File: config.mk
export PLATFORM = sky130hd
export DESIGN_NAME = decimal_bignum_multiplier
export DESIGN_NICKNAME = d
export VERILOG_FILES = /design/src/hw/rtl/dbm_pkg.sv /design/src/hw/rtl/dbm_front.sv /design/src/hw/rtl/dbm_queue.sv /design/src/hw/rtl/dbm_back.sv /design/src/hw/rtl/decimal_bignum_multiplier.sv
export SDC_FILE = /design/constraint.sdc
export NUM_CORES = 1
export LEC_CHECK = 0
export BUFFER_PORTS_ARGS = -buffer_cell sky130_fd_sc_hd__buf_2
export CORE_MARGIN = 1.5
export CORE_UTILIZATION = 50
export CTS_CLUSTER_DIAMETER = 100
export DETAILED_ROUTE_END_ITERATION = 8
export PLACE_DENSITY = 0.68
export SYNTH_ARGS = -nofsm -noshare
export SYNTH_HDL_FRONTEND = slang
export SYNTH_SLANG_ARGS = --single-unit
File: constraint.sdc
create_clock -name clk -period 11.7 [get_ports clk]
set_clock_uncertainty 0.1 [all_clocks]
set_input_delay 2.34 -clock clk [delete_from_list [all_inputs] [get_ports clk]]
set_output_delay 2.34 -clock clk [all_outputs]
set_load 0.01 [all_outputs]
File: src/hw/rtl/dbm_pkg.sv
`timescale 1ns / 1ps

package dbm_pkg;

	// Factor and product sizes.
	localparam int MAX_DIGITS = 32;
	localparam int IDX_W = $clog2(MAX_DIGITS);
	localparam int LEN_W = $clog2(MAX_DIGITS + 1);
	localparam int COLS = 2 * MAX_DIGITS;
	localparam int COL_W = $clog2(COLS);
	localparam int DIGIT_W = 4;

	// Column sum and carry widths cover 32 * 81 plus the incoming carry.
	localparam int SUM_W = 12;
	localparam int CARRY_W = 9;

	// Division by ten as multiply by 3277 / 2^15, exact below 4096.
	localparam int RECIP_W = 12;
	localparam logic [RECIP_W-1:0] RECIP_TEN = 12'd3277;
	localparam int RECIP_SHIFT = 15;

	localparam logic [DIGIT_W-1:0] DIGIT_MAX = 4'd9;

	// Command queue between front and back.
	localparam int QUEUE_DEPTH = 4;
	localparam int QPTR_W = $clog2(QUEUE_DEPTH);

	// Classified request kinds.
	typedef enum logic [1:0] {
		OP_STORE_A = 2'd0,
		OP_STORE_B = 2'd1,
		OP_RUN = 2'd2
	} op_t;

	typedef struct packed {
		op_t op;
		logic [DIGIT_W-1:0] digit;
	} cmd_t;

	// Front to queue.
	typedef struct packed {
		logic push;
		cmd_t cmd;
	} push_t;

	// Queue to back.
	typedef struct packed {
		logic empty;
		cmd_t head;
	} qstat_t;

endpackage

File: src/hw/rtl/dbm_front.sv
`timescale 1ns / 1ps

module dbm_front (
	input  logic            clk,
	input  logic            arst_n,
	input  logic            in_valid,
	output logic            in_stall,
	input  logic            func,
	input  logic [3:0]      digit,
	input  logic            last_in,
	input  logic            q_full,
	output dbm_pkg::push_t  push
);

	logic valid_s1;
	dbm_pkg::cmd_t cmd_s1;
	dbm_pkg::cmd_t cmd_in;
	logic accept;

	// Saturate the digit and tell the back end what the request asks for.
	always_comb begin
		cmd_in.digit = (digit > dbm_pkg::DIGIT_MAX) ? dbm_pkg::DIGIT_MAX : digit;
		if (!func) begin
			cmd_in.op = dbm_pkg::OP_STORE_A;
		end else if (last_in) begin
			cmd_in.op = dbm_pkg::OP_RUN;
		end else begin
			cmd_in.op = dbm_pkg::OP_STORE_B;
		end
	end

	// The held request blocks the input only while the queue is full.
	assign in_stall = valid_s1 && q_full;
	assign accept = in_valid && !in_stall;
	assign push.push = valid_s1 && !q_full;
	assign push.cmd = cmd_s1;

	always_ff @(posedge clk or negedge arst_n) begin
		if (!arst_n) begin
			valid_s1 <= 1'b0;
		end else if (accept) begin
			valid_s1 <= 1'b1;
		end else if (push.push) begin
			valid_s1 <= 1'b0;
		end
	end

	always_ff @(posedge clk) begin
		if (accept) begin
			cmd_s1 <= cmd_in;
		end
	end

endmodule

File: src/hw/rtl/dbm_queue.sv
`timescale 1ns / 1ps

module dbm_queue (
	input  logic            clk,
	input  logic            arst_n,
	input  dbm_pkg::push_t  push,
	output logic            q_full,
	input  logic            pop,
	output dbm_pkg::qstat_t qstat
);

	localparam int QW = dbm_pkg::QPTR_W;
	localparam int CW = dbm_pkg::QPTR_W + 1;

	dbm_pkg::cmd_t entry_q [dbm_pkg::QUEUE_DEPTH];
	logic [QW-1:0] wr_ptr_q;
	logic [QW-1:0] rd_ptr_q;
	logic [CW-1:0] count_q;
	logic do_push;
	logic do_pop;

	assign q_full = (count_q == CW'(dbm_pkg::QUEUE_DEPTH));
	assign qstat.empty = (count_q == CW'(0));
	assign qstat.head = entry_q[rd_ptr_q];
	assign do_push = push.push && !q_full;
	assign do_pop = pop && !qstat.empty;

	// Pointers and fill count.
	always_ff @(posedge clk or negedge arst_n) begin
		if (!arst_n) begin
			wr_ptr_q <= '0;
			rd_ptr_q <= '0;
			count_q <= '0;
		end else begin
			if (do_push) begin
				wr_ptr_q <= wr_ptr_q + QW'(1);
			end
			if (do_pop) begin
				rd_ptr_q <= rd_ptr_q + QW'(1);
			end
			if (do_push && !do_pop) begin
				count_q <= count_q + CW'(1);
			end else if (!do_push && do_pop) begin
				count_q <= count_q - CW'(1);
			end
		end
	end

	// Entry storage.
	always_ff @(posedge clk) begin
		if (do_push) begin
			entry_q[wr_ptr_q] <= push.cmd;
		end
	end

endmodule

File: src/hw/rtl/dbm_back.sv
`timescale 1ns / 1ps

module dbm_back (
	input  logic            clk,
	input  logic            arst_n,
	input  dbm_pkg::qstat_t qstat,
	output logic            pop,
	output logic            out_valid,
	input  logic            out_stall,
	output logic [3:0]      product_digit,
	output logic            last_out,
	output logic            overflow
);

	localparam int IW = dbm_pkg::IDX_W;
	localparam int LW = dbm_pkg::LEN_W;
	localparam int CLW = dbm_pkg::COL_W;
	localparam int SW = dbm_pkg::SUM_W;
	localparam int KW = dbm_pkg::CARRY_W;
	localparam int DW = dbm_pkg::DIGIT_W;
	localparam int PW = dbm_pkg::SUM_W + dbm_pkg::RECIP_W;
	localparam int XW = dbm_pkg::COL_W + 1;

	typedef enum logic [5:0] {
		ST_IDLE    = 6'b000001,
		ST_COLSET  = 6'b000010,
		ST_PROD    = 6'b000100,
		ST_CARRY   = 6'b001000,
		ST_EMIT_RD = 6'b010000,
		ST_EMIT_WR = 6'b100000
	} state_t;

	state_t state_q;

	// Digit stores.
	logic [DW-1:0] fa_mem [dbm_pkg::MAX_DIGITS];
	logic [DW-1:0] fb_mem [dbm_pkg::MAX_DIGITS];
	logic [DW-1:0] dig_mem [dbm_pkg::COLS];
	logic [DW-1:0] rd_a_q;
	logic [DW-1:0] rd_b_q;
	logic [DW-1:0] rd_dig_q;

	logic [LW-1:0] la_q;
	logic [LW-1:0] lb_q;
	logic ov_q;

	logic [CLW-1:0] col_q;
	logic [LW-1:0] ra_q;
	logic [LW-1:0] ra_hi_q;
	logic rdv_q;
	logic [SW-1:0] acc_q;
	logic [KW-1:0] carry_q;
	logic [CLW-1:0] top_q;
	logic [CLW-1:0] k_q;

	logic out_valid_q;

	logic store_a;
	logic store_b;
	logic run;
	logic a_full;
	logic b_full;
	logic wr_a;
	logic wr_b;

	logic zero_len;
	logic [LW:0] len_sum;
	logic [CLW-1:0] last_col;
	logic [XW-1:0] colx;
	logic [XW-1:0] lax;
	logic [XW-1:0] lbx;
	logic [XW-1:0] lo_x;
	logic [XW-1:0] hi_x;
	logic col_empty;

	logic issue;
	logic [LW-1:0] a_pos;
	logic [XW-1:0] b_off;
	logic [XW-1:0] b_pos;
	logic [IW-1:0] a_addr;
	logic [IW-1:0] b_addr;

	logic [SW-1:0] tot;
	logic [PW-1:0] tot_scaled;
	logic [KW-1:0] quot;
	logic [SW-1:0] quot_x10;
	logic [DW-1:0] rem;
	logic at_last_col;

	logic load_out;

	// Request decode while idle.
	assign pop = (state_q == ST_IDLE) && !qstat.empty;
	assign store_a = pop && (qstat.head.op == dbm_pkg::OP_STORE_A);
	assign store_b = pop && ((qstat.head.op == dbm_pkg::OP_STORE_B) ||
		(qstat.head.op == dbm_pkg::OP_RUN));
	assign run = pop && (qstat.head.op == dbm_pkg::OP_RUN);
	assign a_full = (la_q == LW'(dbm_pkg::MAX_DIGITS));
	assign b_full = (lb_q == LW'(dbm_pkg::MAX_DIGITS));
	assign wr_a = store_a && !a_full;
	assign wr_b = store_b && !b_full;

	// Highest column and the product index range of the current column.
	assign zero_len = (la_q == LW'(0)) || (lb_q == LW'(0));
	assign len_sum = {1'b0, la_q} + {1'b0, lb_q};
	assign last_col = zero_len ? CLW'(0) : CLW'(len_sum - (LW + 1)'(1));
	assign colx = XW'(col_q);
	assign lax = XW'(la_q);
	assign lbx = XW'(lb_q);
	assign lo_x = (colx >= lbx) ? (colx + XW'(1) - lbx) : XW'(0);
	assign hi_x = (colx < lax) ? colx : (lax - XW'(1));
	assign col_empty = zero_len || (lo_x > hi_x);

	// Digit addresses for one product of the column.
	assign issue = (state_q == ST_PROD) && (ra_q <= ra_hi_q);
	assign a_pos = la_q - LW'(1) - ra_q;
	assign b_off = colx - XW'(ra_q);
	assign b_pos = lbx - XW'(1) - b_off;
	assign a_addr = a_pos[IW-1:0];
	assign b_addr = b_pos[IW-1:0];

	// Carry step: split column sum plus carry into a digit and a new carry.
	assign tot = acc_q + SW'(carry_q);
	assign tot_scaled = PW'(tot) * PW'(dbm_pkg::RECIP_TEN);
	assign quot = KW'(tot_scaled >> dbm_pkg::RECIP_SHIFT);
	assign quot_x10 = SW'({quot, 3'b000}) + SW'({quot, 1'b0});
	assign rem = DW'(tot - quot_x10);
	assign at_last_col = (col_q == last_col);

	assign load_out = (state_q == ST_EMIT_WR) && (!out_valid_q || !out_stall);

	// Factor stores written in order, read one product at a time.
	always_ff @(posedge clk) begin
		if (wr_a) begin
			fa_mem[la_q[IW-1:0]] <= qstat.head.digit;
		end
		if (wr_b) begin
			fb_mem[lb_q[IW-1:0]] <= qstat.head.digit;
		end
		rd_a_q <= fa_mem[a_addr];
		rd_b_q <= fb_mem[b_addr];
	end

	// Product digits, least significant first.
	always_ff @(posedge clk) begin
		if (state_q == ST_CARRY) begin
			dig_mem[col_q] <= rem;
		end
		rd_dig_q <= dig_mem[k_q];
	end

	// Sequencer: store, column sums, carry pass, emission.
	always_ff @(posedge clk or negedge arst_n) begin
		if (!arst_n) begin
			state_q <= ST_IDLE;
			la_q <= '0;
			lb_q <= '0;
			ov_q <= 1'b0;
			col_q <= '0;
			ra_q <= '0;
			ra_hi_q <= '0;
			rdv_q <= 1'b0;
			acc_q <= '0;
			carry_q <= '0;
			top_q <= '0;
			k_q <= '0;
		end else begin
			case (state_q)
				ST_IDLE: begin
					if (wr_a) begin
						la_q <= la_q + LW'(1);
					end
					if (wr_b) begin
						lb_q <= lb_q + LW'(1);
					end
					if ((store_a && a_full) || (store_b && b_full)) begin
						ov_q <= 1'b1;
					end
					if (run) begin
						col_q <= '0;
						carry_q <= '0;
						top_q <= '0;
						state_q <= ST_COLSET;
					end
				end
				ST_COLSET: begin
					acc_q <= '0;
					rdv_q <= 1'b0;
					ra_q <= LW'(lo_x);
					ra_hi_q <= LW'(hi_x);
					state_q <= col_empty ? ST_CARRY : ST_PROD;
				end
				ST_PROD: begin
					if (rdv_q) begin
						acc_q <= acc_q + SW'(rd_a_q * rd_b_q);
					end
					rdv_q <= issue;
					if (issue) begin
						ra_q <= ra_q + LW'(1);
					end else if (!rdv_q) begin
						state_q <= ST_CARRY;
					end
				end
				ST_CARRY: begin
					carry_q <= quot;
					if (rem != DW'(0)) begin
						top_q <= col_q;
					end
					if (at_last_col) begin
						k_q <= (rem != DW'(0)) ? col_q : top_q;
						state_q <= ST_EMIT_RD;
					end else begin
						col_q <= col_q + CLW'(1);
						state_q <= ST_COLSET;
					end
				end
				ST_EMIT_RD: begin
					state_q <= ST_EMIT_WR;
				end
				ST_EMIT_WR: begin
					if (load_out) begin
						if (k_q == CLW'(0)) begin
							la_q <= '0;
							lb_q <= '0;
							ov_q <= 1'b0;
							state_q <= ST_IDLE;
						end else begin
							k_q <= k_q - CLW'(1);
							state_q <= ST_EMIT_RD;
						end
					end
				end
				default: begin
					state_q <= ST_IDLE;
				end
			endcase
		end
	end

	// Output register.
	always_ff @(posedge clk or negedge arst_n) begin
		if (!arst_n) begin
			out_valid_q <= 1'b0;
		end else if (load_out) begin
			out_valid_q <= 1'b1;
		end else if (!out_stall) begin
			out_valid_q <= 1'b0;
		end
	end

	always_ff @(posedge clk) begin
		if (load_out) begin
			product_digit <= rd_dig_q;
			last_out <= (k_q == CLW'(0));
			overflow <= ov_q;
		end
	end

	assign out_valid = out_valid_q;

endmodule

File: src/hw/rtl/decimal_bignum_multiplier.sv
`timescale 1ns / 1ps
// Channel   Handshake             Payload
// input     in_valid / in_stall   func, digit, last_in
// output    out_valid / out_stall product_digit, last_out, overflow
//
// A digit request is taken by the back end while it is idle. A request that ends
// the second factor starts a run over la + lb columns, each summed by the single
// shared digit-product accumulator and then passed through the carry step; each
// product digit is then read out through the digit store read port, subject to
// any output stall.
// Reset is asynchronous and active low; no memory is cleared after reset.
// A four-entry request queue lets input flow on while a run stalls on output.

module decimal_bignum_multiplier (
	input  logic       clk,
	input  logic       arst_n,
	input  logic       in_valid,
	output logic       in_stall,
	input  logic       func,
	input  logic [3:0] digit,
	input  logic       last_in,
	output logic       out_valid,
	input  logic       out_stall,
	output logic [3:0] product_digit,
	output logic       last_out,
	output logic       overflow
);

	dbm_pkg::push_t push;
	dbm_pkg::qstat_t qstat;
	logic q_full;
	logic pop;

	dbm_front u_front (
		.clk      (clk),
		.arst_n   (arst_n),
		.in_valid (in_valid),
		.in_stall (in_stall),
		.func     (func),
		.digit    (digit),
		.last_in  (last_in),
		.q_full   (q_full),
		.push     (push)
	);

	dbm_queue u_queue (
		.clk    (clk),
		.arst_n (arst_n),
		.push   (push),
		.q_full (q_full),
		.pop    (pop),
		.qstat  (qstat)
	);

	dbm_back u_back (
		.clk           (clk),
		.arst_n        (arst_n),
		.qstat         (qstat),
		.pop           (pop),
		.out_valid     (out_valid),
		.out_stall     (out_stall),
		.product_digit (product_digit),
		.last_out      (last_out),
		.overflow      (overflow)
	);

endmodule

After elaboration in Yosys (flattened, before gate mapping)
Memory sizes are Yosys's and may differ from the RTL's. A register that Yosys moved wholly into a read port is not among the register bits.
Cells that the tools add are included.
{"block": "word_totals", "n_memories": 4, "out_inout_bits": 8, "wordCells": 186, "reg_bits": 92, "mem_bits_rw": 536, "input_bits": 10}
{"block": "classes", "add_sub_neg": 23, "n_lt_le_gt_ge": 5, "mul": 2, "n_reduce_logical": 52, "n_eq_ne": 26, "n_mux": 52}
{"name": "u_back.dig_mem", "depth": 64, "width": 4, "read_ports": 1, "rd_clocked_by_memory_dff": 1, "write_ports": 1, "line": "dbm_back.sv:38", "source": "logic [DW-1:0] dig_mem [dbm_pkg::COLS];"}
{"name": "u_back.fa_mem", "depth": 32, "width": 4, "read_ports": 1, "rd_clocked_by_memory_dff": 1, "write_ports": 1, "line": "dbm_back.sv:36", "source": "logic [DW-1:0] fa_mem [dbm_pkg::MAX_DIGITS];"}
{"name": "u_back.fb_mem", "depth": 32, "width": 4, "read_ports": 1, "rd_clocked_by_memory_dff": 1, "write_ports": 1, "line": "dbm_back.sv:37", "source": "logic [DW-1:0] fb_mem [dbm_pkg::MAX_DIGITS];"}
{"name": "u_queue.entry_q", "depth": 4, "width": 6, "read_ports": 1, "rd_clocked_by_memory_dff": 0, "write_ports": 1, "line": "dbm_queue.sv:15", "source": "dbm_pkg::cmd_t entry_q [dbm_pkg::QUEUE_DEPTH];"}
{"operator": "2-to-1 mux 6 bit", "n": 16}
{"operator": "one-hot mux 6 bit (2 select lines)", "n": 6}
{"operator": "one-hot mux 6 bit (6 select lines)", "n": 1}
{"operator": "adder 6 x 1 -> 6 bit (second input constant)", "n": 4}
{"operator": "multiplier 12 x 12 -> 24 bit (second input constant)", "n": 1}
{"operator": "one-hot mux 12 bit (2 select lines)", "n": 1}
{"operator": "AND reduction 4 bit", "n": 5}
{"operator": "== test 6 bit (second input constant)", "n": 3}
{"operator": "zero test 6 bit", "n": 3}
{"operator": "one-hot mux 9 bit (2 select lines)", "n": 1}
{"operator": "logical AND 1 bit", "n": 17}
{"operator": "!= test 2 x 1 -> 1 bit (second input constant)", "n": 8}
{"operator": "2-to-1 mux 1 bit", "n": 15}
{"operator": "subtractor 5 bit", "n": 3}
{"operator": "2-to-1 mux 7 bit", "n": 2}
{"operator": "adder 12 x 8 -> 12 bit", "n": 1}
{"operator": "adder 12 x 9 -> 12 bit", "n": 1}
{"operator": "2-to-1 mux 12 bit", "n": 1}
{"operator": "!= test 2 bit (second input constant)", "n": 6}
{"operator": "nonzero test 2 bit", "n": 6}
{"operator": "subtractor 6 x 1 -> 6 bit (second input constant)", "n": 2}
{"operator": "2-to-1 mux 5 bit", "n": 2}
{"operator": "subtractor 5 x 1 -> 5 bit (second input constant)", "n": 2}
{"operator": "zero test 1 bit", "n": 9}
{"operator": "other kinds (35)", "n": 44}

Depth between registers and ports, before layout
{"block": "depth", "ltp_word": 8, "depth_mapped": 32, "mapped_depth_nobuf": 32}

Cells and area by module
Synthesis repeated with hierarchy kept, for this count alone.
{"block": "hier_totals", "cells_unflattened": 2165, "hier_area_um2": 31373.8}
{"mod": "dbm_back", "area_per_inst_um2": 29809.8, "cells_each": 2079, "seq_area_each_um2": 17598.1, "n_inst": 1}
{"mod": "dbm_queue", "area_per_inst_um2": 1290.0, "cells_each": 68, "seq_area_each_um2": 895.9, "n_inst": 1}
{"mod": "dbm_front", "area_per_inst_um2": 274.0, "cells_each": 18, "seq_area_each_um2": 205.2, "n_inst": 1}

Worst setup path before layout
No wires, ideal clock.
{"block": "synth_timing", "kind": "reg2reg", "from": "reg u_back.acc_q[0]", "to": "mem u_back.dig_mem[0][3] (netlist bit), data pin", "synth_period_minus_slack_ps": 9070, "setup_slack_ps": 2630, "setup_time_ps": 567, "t_arrival_ps": 8403, "path_buffers": 0, "path_stages_with_launch": 29, "required_ps": 11033, "path_cell_list": "dfrtp_1 -> ha_1 -> fa_1 -> a21o_1 -> a21oi_1 -> o21bai_1 -> a21oi_1 -> nor2b_1 -> o21ai_0 -> nor2b_1 -> xnor2_1 -> ha_1 -> fa_1 -> fa_1 -> inv_1 -> fa_1 -> inv_1 -> fa_1 -> ha_1 -> o21ai_1 -> o21bai_2 -> nor2_1 -> nor3_1 -> nor2_1 -> xnor2_1 -> ha_1 -> xnor2_1 -> xnor2_1 -> xnor2_1"}
{"block": "synth_via", "elab_chain_cells": 4}
{"element": "from (decl)", "line": "dbm_back.sv:51", "source": "logic [SW-1:0] acc_q;"}
{"element": "from (signal assigned)", "line": "dbm_back.sv:195", "source": "acc_q <= acc_q + SW'(rd_a_q * rd_b_q);"}
{"element": "adder 12 x 9 -> 12 bit *", "line": "dbm_back.sv:123", "source": "assign tot = acc_q + SW'(carry_q);"}
{"element": "multiplier 12 x 12 -> 24 bit", "line": "dbm_back.sv:124", "source": "assign tot_scaled = PW'(tot) * PW'(dbm_pkg::RECIP_TEN);"}
{"element": "adder 4 bit", "line": "dbm_back.sv:126", "source": "assign quot_x10 = SW'({quot, 3'b000}) + SW'({quot, 1'b0});"}
{"element": "subtractor 4 bit *", "line": "dbm_back.sv:127", "source": "assign rem = DW'(tot - quot_x10);"}
{"element": "net u_back.rem[3]", "line": "dbm_back.sv:87", "source": "logic [DW-1:0] rem;"}
{"element": "to (decl)", "line": "dbm_back.sv:38"}
The timed path passes the listed nets; every way through them passes the cells marked *.

Final worst setup path
{"block": "layout_timing", "from": "reg u_back.acc_q[0]", "to": "mem u_back.dig_mem[47][3] (netlist bit), data pin"}
Same word-level chain as after synthesis.

==> metrics.md <==
| Metric | Value |
|---|---|
| Status | finished, final reports clean |
| H-Tree Depth | 3 |
| Drt wl/cell | 21.6 microns |
| Post-synthesis cell type count | 81 |
| Least-Margin Pin Slew | 1.36 ns |
| Final period utilization | 70.9% |
| CTS tree | done |
| CP Class | register to register |
| Largest net degree at the start of global routing | 72 |
| Area growth syn-to-layout | 10.2% |
| Final Wtd Congestion | 0.871 |
| Initial drt markers | 1258 |
| PostCTS Resize Cnt | 0 |
| Slowest library cell on the worst path | fa_1 |
| Power per Cell Area | 256 nW/um^2 |
| Yosys reg bits | 640 |
| Post-synthesis cell count | 2051 |
| Vias in the first global route | 17982 |
| Die X | 253 microns |
| Vias | 17061 |
| Initial antenna violation count | 2 |
| CTS Sinks | 640 |
| Grt ovf | 0 |
| Setup crit start kind | register |
| Cell Area, Synth | 31300 sq um |
| All-Layer GR Usage | 20.9% |
| Cts hold-fix bufs | 0 |
| Avg Vias per Cell | 5.74 |
| WP data arrival | 8.50 ns |
| Max transition margin | 9.01% |
| Max cap viols | 0 |
| Mean Syn Cell Area | 15.3 sq um |
| Clk buf depth | 3 |
| Hold WC Path Type | register to register |
| Yosys warns | 0 |
| Diode count | 0 |
| Setup TNS | 0 ns |
| First-pass GRT wire length | 102000 microns |
| Minimum clock period | 8.30 ns |
| Most frequent CP cell | fa_1 |
| Peak VDD IR | 190 uV |
| Clock Latency Late Sink | 0.61 ns |
| Layout cell share with drive strength beyond 1 | 16.1% |
| CTS buffer count | 67 |
| Leak | 12.8 nW |
| Post-synth EDFFs | 548 |
| Max-slew violations | 0 |
| Worst slack, placed | 3.39 ns |
| Post-DP HPWL | 43200 microns |
| Share of flip-flops with an asynchronous set or reset | 12.5% |
| Top_reg_cell synth | edfxtp_1 |
| Io pins | 18 |
| FMAX | 121 MHz |
| CP endpoint kind | register |
| Hold Vio Cnt, Final | 0 |
| Post-route DRC | 0 |
| Final core utilization | 55.8% |
| Number of core rows | 91 |
| Vert. Die Dim | 253 microns |
| Starting Density | 50.6% |
| Final WL | 64200 microns |
| Post-CTS setup buffer count | 0 |
| RSZ-0062 raised after global routing | no |
| Final-report setup violation count | 0 |
| Number of port buffers | 17 |
| Drt pass-1 iters | 5 |
| Post-Syn Nets | 2299 |
| Worst stage delay on the critical path | 0.54 ns |
| Sequential fraction of the synthesis area | 59.7% |
| Req. time, crit path | 11.90 ns |
| Core ar. | 61800 sq um |
| Final net count | 2332 |
| Clock-pin slew on the worst setup and hold paths | 0.06 ns |
| Final setup margin | 3.40 ns |
| Die ar. | 64100 sq um |
| Remaining antenna violation count after routing | 0 |
| Worst-path fanout max | 64 |
| Clock root cell | clkbuf_16 |
## area by class of cell
class	instances	area, sq um
Clock inverter	38	393
Tap cell	837	1050
Inverter	187	702
Sequential cell	640	18700
Timing Repair Buffer	36	230
Multi-Input combinational cell	1152	11600
Fill cell	4820	27300
Clock buffer	83	1800
## registers in the layout (all words and copies together), names as in the netlist, 6 cells and up
signal / count
u_back.fb_mem: 128
u_front.push: 6
u_queue.entry_q: 24
u_back.ra_q: 6
u_back.ra_hi_q: 6
u_back.lb_q: 6
u_back.top_q: 6
u_back.dig_mem: 256
u_back.state_q: 6
u_back.col_q: 6
u_back.k_q: 6
u_back.carry_q: 9
u_back.acc_q: 12
u_back.la_q: 6
u_back.fa_mem: 128
## worst paths after layout
check	start	end	slack (ns)	cells after the start
setup / recovery	u_back.acc_q[0]	u_back.dig_mem[47][3]	3.40	29
hold / removal	u_back.rd_dig_q[2]	u_back.product_digit[2]	0.30	0
setup reg to reg	u_back.acc_q[0]	u_back.dig_mem[47][3]	3.40	29
hold reg to reg	u_back.rd_dig_q[2]	u_back.product_digit[2]	0.30	0
max in group asynchronous	arst_n	u_back.k_q[0]	8.79	2
min in group asynchronous	arst_n	u_back.carry_q[4]	1.48	1
## report_power, final
group | switching (mW) | internal, mW | total [mW] | leakage, nW
Clock | 0.881 | 1.24 | 2.12 | 1.07
Sequential | 0.144 | 3.07 | 3.22 | 5.99
Combinational | 2.01 | 1.47 | 3.48 | 5.75
## critical path, delay by kind of cell, from the launching register on
kind,cells,cell delay (ns)
adders and majority gates,9,3.53
DFF,1,0.40
xor gates and xnor gates,5,1.24
buffers and inverters,3,0.64
AOI/OAI and AO/OA,7,1.21
and+or+nand+nor,5,0.82
## routing by layer
layer  up-vias  GRT usage, %  wire length (microns)
li1       7772             -                      -
met1      8692          27.1                  26700
met2       466          35.1                  32000
met3       129          4.05                   3540
met4         2          7.65                   1940
met5         -             0                     13
## cell usage in the layout (no fill, tap or decap), types with 13 or more instances in the layout
cell       synthesis  routed
edfxtp_1         548     548
xnor2_1           56      53
nor2b_1           17      17
nand3_1           56      56
mux2i_1           20      20
ha_1             181     179
nor2_1           171     171
a21o_1            20      20
mux4_2           167     167
dfrtp_1           79      77
mux2_2            13      13
o21ai_0           36      36
fa_1              57      56
and2_1            20      20
a21oi_1           37      37
buf_4              2      20
buf_2             10      16
clkbuf_16          0      69
nand2_1           94      94
xor2_1            17      17
inv_1            187     187
nor3_1            25      25
## cells by family (layout without fill, tap and decap cells)
group	Yosys count	after routing	synth area share [%]
compound gates	186	186	4.01
xor+xnor	73	73	2.04
fa+ha+maj	238	238	10.9
buf+inv	259	344	3.24
flops	640	640	59.7
mux	201	201	13.2
simple gates	454	454	6.88
## cells in the mapped netlist, drive strengths merged (13+ instances only)
cell type  number  share of area [%]
mux2i          21               0.71
mux2           13               0.47
dfrtp          79                6.3
clkbuf         39               0.47
xnor2          56                1.6
nor2b          17               0.34
a21o           20               0.48
a21oi          38               0.62
ha            181                7.2
nor3           27               0.50
and2           21               0.42
nand3          57               0.95
edfxtp        548                 53
inv           187                2.2
xor2           17               0.48
fa             57                3.6
buf            33               0.53
o21ai          46               0.75
nor2          173                2.1
mux4          167                 12
nand2          94                1.1
## through the flow
stage	power [mW]	hold WS, ns	instance area [sq um]	std cells
2_1_floorplan	5.78	0.286	31300	2051
3_3_place_gp	6.68	0.288	32300	2852
3_5_place_dp	6.78	0.291	32300	2852
4_1_cts	8.91	0.305	34500	2973
5_1_grt	9.32	0.309	34500	2973
6_report	8.82	0.305	34500	2973
No activity file was read; power rests on OpenSTA's default activity.
